File: config.mk
export PLATFORM = sky130hd
export DESIGN_NAME = pllr_log2
export DESIGN_NICKNAME = d
export VERILOG_FILES = /design/src/rtl/pllr_pkg.sv /design/src/rtl/pllr_log2.sv
export SDC_FILE = /design/constraint.sdc
export NUM_CORES = 2
export LEC_CHECK = 0
export BUFFER_PORTS_ARGS = -buffer_cell sky130_fd_sc_hd__buf_4
export CORE_MARGIN = 2
export CORE_UTILIZATION = 60
export CTS_CLUSTER_SIZE = 25
export DETAILED_ROUTE_END_ITERATION = 10
export GPL_TIMING_DRIVEN = 1
export PLACE_DENSITY = 0.83
export SYNTH_ARGS = -nofsm -noshare
export SYNTH_HDL_FRONTEND = slang
export SYNTH_SLANG_ARGS = --single-unit
File: constraint.sdc
create_clock -name clk -period 10.02 [get_ports clk]
set_clock_uncertainty 0.2 [all_clocks]
set_input_delay 2.004 -clock clk [delete_from_list [all_inputs] [get_ports clk]]
set_output_delay 2.004 -clock clk [all_outputs]
set_load 0.005 [all_outputs]
File: src/rtl/pllr_pkg.sv
// Shared constants, status codes and helpers for the Poisson LLR accumulator.
package pllr_pkg;

    localparam int IN_N_W   = 16;
    localparam int IN_Q_W   = 24;
    localparam int OUT_W    = 48;
    localparam int LOGX_W   = IN_Q_W + 1;     // b + s fits here
    localparam int MANT_W   = 32;             // Q1.31 mantissa
    localparam int EXP_W    = 5;
    localparam int LOG_W    = EXP_W + 32;     // integer part . 32 fraction bits
    localparam int LNQ_W    = 37;
    localparam int PROD_W   = LNQ_W + IN_N_W;
    localparam int ACC_W    = 66;

    localparam int DEF_FRAC_BITS = 16;
    localparam int DEF_SUM_WIDTH = 48;

    localparam logic [31:0] LN2_Q32 = 32'd2977044472;

    localparam logic [1:0] ST_FINITE = 2'd0;
    localparam logic [1:0] ST_NEGINF = 2'd1;
    localparam logic [1:0] ST_NAN    = 2'd2;
    localparam logic [1:0] ST_SAT    = 2'd3;

    function automatic logic [1:0] status_rank(input logic [1:0] st);
        logic [1:0] r;
        begin
            unique case (st)
                ST_NAN:    r = 2'd3;
                ST_NEGINF: r = 2'd2;
                ST_SAT:    r = 2'd1;
                default:   r = 2'd0;
            endcase
            return r;
        end
    endfunction

    function automatic logic [1:0] status_merge(input logic [1:0] old_st,
                                                input logic [1:0] ev);
        begin
            return (status_rank(ev) > status_rank(old_st)) ? ev : old_st;
        end
    endfunction

endpackage

File: src/rtl/pllr_log2.sv
// Bit-serial log2 unit: one fraction bit per cycle by repeated squaring.
module pllr_log2
    import pllr_pkg::*;
(
    input  logic              clk,
    input  logic              rst_n,
    input  logic              start,
    input  logic [LOGX_W-1:0] x,
    output logic              done,
    output logic [LOG_W-1:0]  result
);

    logic              busy_reg, busy_next;
    logic              done_reg, done_next;
    logic [4:0]        cnt_reg, cnt_next;
    logic [MANT_W-1:0] m_reg, m_next;
    logic [31:0]       frac_reg, frac_next;
    logic [EXP_W-1:0]  p_reg, p_next;
    logic [EXP_W-1:0]  lead;
    logic [63:0]       sq;
    logic [32:0]       sq_top;

    always_comb
    begin
        lead = '0;
        for (int i = 0; i < LOGX_W; i++)
        begin
            if (x[i])
            begin
                lead = EXP_W'(i);
            end
        end
    end

    assign sq     = 64'(m_reg) * 64'(m_reg);
    assign sq_top = sq[63:31];

    always_comb
    begin
        busy_next = busy_reg;
        done_next = 1'b0;
        cnt_next  = cnt_reg;
        m_next    = m_reg;
        frac_next = frac_reg;
        p_next    = p_reg;
        if (start)
        begin
            busy_next = 1'b1;
            cnt_next  = '0;
            p_next    = lead;
            m_next    = MANT_W'(x) << (5'd31 - lead);
            frac_next = '0;
        end
        else if (busy_reg)
        begin
            // square reaching 2 gives a one digit and is halved
            if (sq_top[32])
            begin
                m_next    = sq_top[32:1];
                frac_next = {frac_reg[30:0], 1'b1};
            end
            else
            begin
                m_next    = sq_top[31:0];
                frac_next = {frac_reg[30:0], 1'b0};
            end
            cnt_next = cnt_reg + 5'd1;
            if (cnt_reg == 5'd31)
            begin
                busy_next = 1'b0;
                done_next = 1'b1;
            end
        end
    end

    always_ff @(posedge clk or negedge rst_n)
    begin
        if (!rst_n)
        begin
            busy_reg <= 1'b0;
            done_reg <= 1'b0;
            cnt_reg  <= '0;
        end
        else
        begin
            busy_reg <= busy_next;
            done_reg <= done_next;
            cnt_reg  <= cnt_next;
        end
    end

    always_ff @(posedge clk)
    begin
        m_reg    <= m_next;
        frac_reg <= frac_next;
        p_reg    <= p_next;
    end

    assign done   = done_reg;
    assign result = {p_reg, frac_reg};

endmodule

# Word-level counts from Yosys, hierarchy flattened
# Cells that the tools add are included.
word_totals:
  latch_bits: 0
  mem_bits_ro: 0
  ramBits: 0
  memories: 0
  in_bits: 28
  word_cells: 48
  reg_bits: 76
classes:
  eq_ne: 1
  mul: 1
  muxes: 36
  bitwise: 0
  shift: 1
  n_lt_le_gt_ge: 0
  add_sub_neg: 2
  div_mod_pow: 0
  reduce_logical: 1
ops:
  columns: ["operator", "count"]
  rows:
  - ["2-to-1 mux 5 bit", 24]
  - ["2-to-1 mux 32 bit", 3]
  - ["multiplier 32 x 32 -> 64 bit", 1]
  - ["left shift 25 x 5 -> 32 bit", 1]
  - ["2-to-1 mux 1 bit", 8]
  - ["adder 5 x 1 -> 5 bit, second input constant", 1]
  - ["equality test 5 bit, second input constant", 1]
  - ["subtractor 5 bit, first input constant", 1]
  - ["2-to-1 mux 2 bit", 1]
  - ["nonzero test 2 bit", 1]

# Logic depth before layout (Yosys ltp)
logic_depth:
  depth_word: 27
  depth_mapped: 32

# Least setup slack after synthesis
# No wires, ideal clock.
synth_path:
  path_type: "reg-to-reg"
  from: "register m_reg[5]"
  to: "register m_reg[24], data pin"
  t_required_ns: 9.548
  path_stages_with_launch: 27
  t_arrival_ns: 7.436
  setup_slack_ns: 2.112
  path_buffers: 2
  setup_time_ns: 0.272
  period_less_slack_ns: 7.908
  path_cell_list: "edfxtp_1 clkbuf_1 clkbuf_1 nand2_1 fa_1 inv_1 fa_1 fa_1 inv_1 fa_1 inv_1 fa_1 fa_1 fa_1 inv_1 fa_1 inv_1 ha_1 a21o_1 nor3_1 a31oi_2 nor2_2 o21ai_4 a31oi_1 mux2_2 o21a_1 or4_1"
synth_via:
  elab_chain_len: 4
synth_lines:
  columns: ["element", "line_no", "rtl"]
  rows:
  - ["start: declaration", "pllr_log2.sv:16", "logic [MANT_W-1:0] m_reg, m_next;"]
  - ["start signal: assignment", "pllr_log2.sv:94", "m_reg <= m_next;"]
  - ["multiplier 32 x 32 -> 64 bit", "pllr_log2.sv:35", "assign sq = 64'(m_reg) * 64'(m_reg);"]
  - ["2-to-1 mux 32 bit", "pllr_log2.sv:57", "if (sq_top[32])"]
  - ["2-to-1 mux 32 bit", "pllr_log2.sv:54", "else if (busy_reg)"]
  - ["2-to-1 mux 32 bit", "pllr_log2.sv:46", "if (start)"]
  - ["via m_next[24]", "pllr_log2.sv:16", null]
# The timed path passes the listed nets, and every way through them passes these cells. The select of a mux whose other input is x is not followed.
# A chain may end at the register's enable or synchronous reset.

# Final worst setup path
layout_path:
  from: "register m_reg[19]"
  to: "register m_reg[20], data pin"
# Same word-level chain as after synthesis.

==> reports/qor.txt <==
===========================================================================================
Setup repair after global routing missed its margin                                      no
Initial Util                                                                          60.9%
HP Class                                                                            reg2reg
Max-capacitance violation count                                                           0
Syn Std Cell Area                                                                 33600 um2
Highest attainable clock frequency                                                0.104 GHz
Required arrival time at the worst endpoint                                         9.87 ns
IO Port Bufs                                                                             65
Class of the most critical setup path                                               reg2reg
Worst-Skew Late Latency                                                             0.34 ns
Final Slew Violations                                                                     0
Post-layout minimum cycle time                                                      9.59 ns
Chip width                                                                           241 um
Gate family responsible for the most delay along the worst path                 adder cells
Final setup fails                                                                         0
Worst slew pin tran                                                                 1.34 ns
Worst Hold Margin                                                                  0.318 ns
Maximum number of pins on one net before global-route repair                             87
Startpoint type of the worst setup path                                           flip-flop
Rows                                                                                     86
Residual DRC                                                                              0
Kind of end point of the critical path                                            flip-flop
Number of H-tree levels                                                                   3
WL/cell                                                                             19.9 um
Number of buffers added for setup after CTS                                               0
Fraction of layout cells with a size suffix above 1                                   5.33%
Buf+Inv Stages, Crit Path                                                                 5
Antenna cells                                                                             0
Number of standard cells after synthesis                                               3619
Antenna violation net count after detailed routing                                        0
Initial antenna violation count                                                           2
Overall global routing resource usage                                                 31.9%
CTS buffer count                                                                          9
Area of the die                                                                   57900 um2
Dominant register cell in the synthesized netlist                                  edfxtp_1
Number of design-rule violations left by the first detailed-router iteration           2060
Fillcell total                                                                         4377
Layout-stage area growth over the synthesis result                                    4.97%
Global placement routability congestion                                                1.01
Async S/R FF share, synth                                                             9.21%
Clock transition at the registers of the reported paths                             0.07 ns
Number of buffers inserted by hold repair at cts                                          0
Overflow left after global routing                                                        0
Fraction of the cycle the final worst path needs                                      95.7%
Slowest Stage Delay on Critical Path                                                1.20 ns
Number of enable-type register cells in the synthesized netlist                          37
Clock Sink Count                                                                         76
Critical path arrival                                                               9.44 ns
Half-perimeter wire length of the detailed placement result                        72500 um
Cell type with the highest aggregate area in the netlist                               fa_1
Max Buffers Root-to-Sink                                                                  2
Crit-path slowest cell                                                             edfxtp_1
Library cell with the highest instance count after synthesis                          inv_1
Via density                                                                            5.71
Count of unique library cells instantiated by Yosys                                      86
Average size of a mapped cell                                                      9.29 um2
Die outline height                                                                   241 um
Result of the run                                                                 completed
Most frequent cells after synthesis                                            inv_1, fa_1, nand2_1
Number of top-level pins                                                                 66
TNS Setup                                                                              0 ns
Post-Synthesis Net Count                                                               4738
Fin nets                                                                               4737
Count of TritonRoute iterations in the first routing pass                                 6
Clock Tree Root                                                                   clkbuf_16
First-pass GRT wire length                                                        143000 um
CTS tree                                                                                yes
Top cells by area, synth                                                       fa_1, ha_1, inv_1, and2_1, nand2_1
Share of synthesized area occupied by flip-flops and latches                          5.73%
Top cell type's share of synthesized area                                             47.1%
Total of flip-flops plus latches after synthesis                                         76
Routed wire length                                                                 87100 um
Most repeated library cell on the critical path                                        fa_1
Slew HR                                                                               10.5%
Count of final hold-check violations                                                      0
Vias in the first global route                                                        27600
Floorplan Core Area                                                               55200 um2
Routed via count                                                                      25000
Worst Path Max Fanout                                                                    21
Number of resized instances in the post-cts repair step                                   0
Yosys synthesis warning count                                                             0
===========================================================================================
through the flow:
step	cells	worst slack (ns)	instance area [um2]	util, %
6_report	4371	0.432	35300	63.9
5_1_grt	4371	0.0941	35300	63.9
4_1_cts	4371	0.621	35300	63.9
3_5_place_dp	4355	0.655	35000	63.4
3_3_place_gp	4355	0.787	35000	63.4
2_1_floorplan	3619	2.11	33600	-
logic make-up after synthesis:
| kind of cell | count (synthesis) | synth area share, % |
|---|---|---|
| muxes | 86 | 2.65 |
| xor gates and xnor gates | 75 | 1.98 |
| and+or+nand+nor | 823 | 11.9 |
| buffers and inverters | 1134 | 12.7 |
| DFF | 76 | 5.73 |
| adders and majority gates | 1091 | 58.3 |
| AOI/OAI and AO/OA | 334 | 6.76 |
worst paths after layout:
path | depth (start not counted) | end | from | slack, ns
max | 25 | m_reg[20]$_DFFE_PP_ | m_reg[19]$_DFFE_PP_ | 0.43
min | 2 | frac_reg[31]$_SDFFE_PP0P_ | frac_reg[31]$_SDFFE_PP0P_ | 0.32
max reg2reg | 25 | m_reg[20]$_DFFE_PP_ | m_reg[19]$_DFFE_PP_ | 0.43
min reg2reg | 2 | frac_reg[31]$_SDFFE_PP0P_ | frac_reg[31]$_SDFFE_PP0P_ | 0.32
max in group asynchronous | 1 | busy_reg$_DFF_PN0_ | rst_n | 8.22
min in group asynchronous | 1 | cnt_reg[0]$_DFFE_PN0P_ | rst_n | 1.26
per-layer routing:
layer | GRT usage [%] | wire [um]
met2 | 54.2 | 42700
met1 | 40.6 | 31500
met5 | 0 | 17
met3 | 5.34 | 8230
met4 | 13.8 | 4610
worst min-delay path, stage by stage, from the launching register on:
cell and delay (ns):
dfxtp_1 0.34, mux2i_1 0.07, nor2_1 0.08
layout by cell type, fill, tap and decap left out, types with 8 or more instances in the layout:
master | Yosys | routed
ha_1 | 300 | 300
a21oi_1 | 84 | 84
nor3_1 | 25 | 25
a21o_1 | 33 | 33
nand2_1 | 322 | 322
a31o_2 | 9 | 9
inv_1 | 991 | 991
dfxtp_1 | 32 | 32
xor2_1 | 41 | 40
nor2_1 | 136 | 136
o21a_1 | 8 | 8
fa_1 | 791 | 791
o211ai_1 | 13 | 13
clkbuf_16 | 0 | 9
xnor2_1 | 33 | 33
mux2i_1 | 70 | 70
nor2b_1 | 15 | 15
edfxtp_1 | 37 | 37
buf_4 | 2 | 125
mux2_2 | 15 | 15
a211oi_1 | 16 | 16
a22oi_1 | 12 | 12
o21bai_1 | 16 | 16
and2_1 | 235 | 235
nor4_1 | 8 | 8
a31oi_1 | 21 | 21
o21ai_0 | 50 | 50
nand4_1 | 13 | 13
and3_1 | 26 | 26
nand3_1 | 16 | 16
layout make-up:
cell class / count / area, um2 / share of cell area, %
Tap cell: 748 / 936 / 2.65
Multi-Input combinational cell: 2409 / 27400 / 77.7
Sequential cell: 76 / 1930 / 5.46
Clock inverter: 7 / 85.1 / 0.241
Timing Repair Buffer: 126 / 958 / 2.72
Clock buffer: 9 / 225 / 0.638
Inverter: 996 / 3740 / 10.6
Power is left out: the tool's default activity adds up to more than one toggle a clock period on the data nets, which glitch-free logic cannot reach.
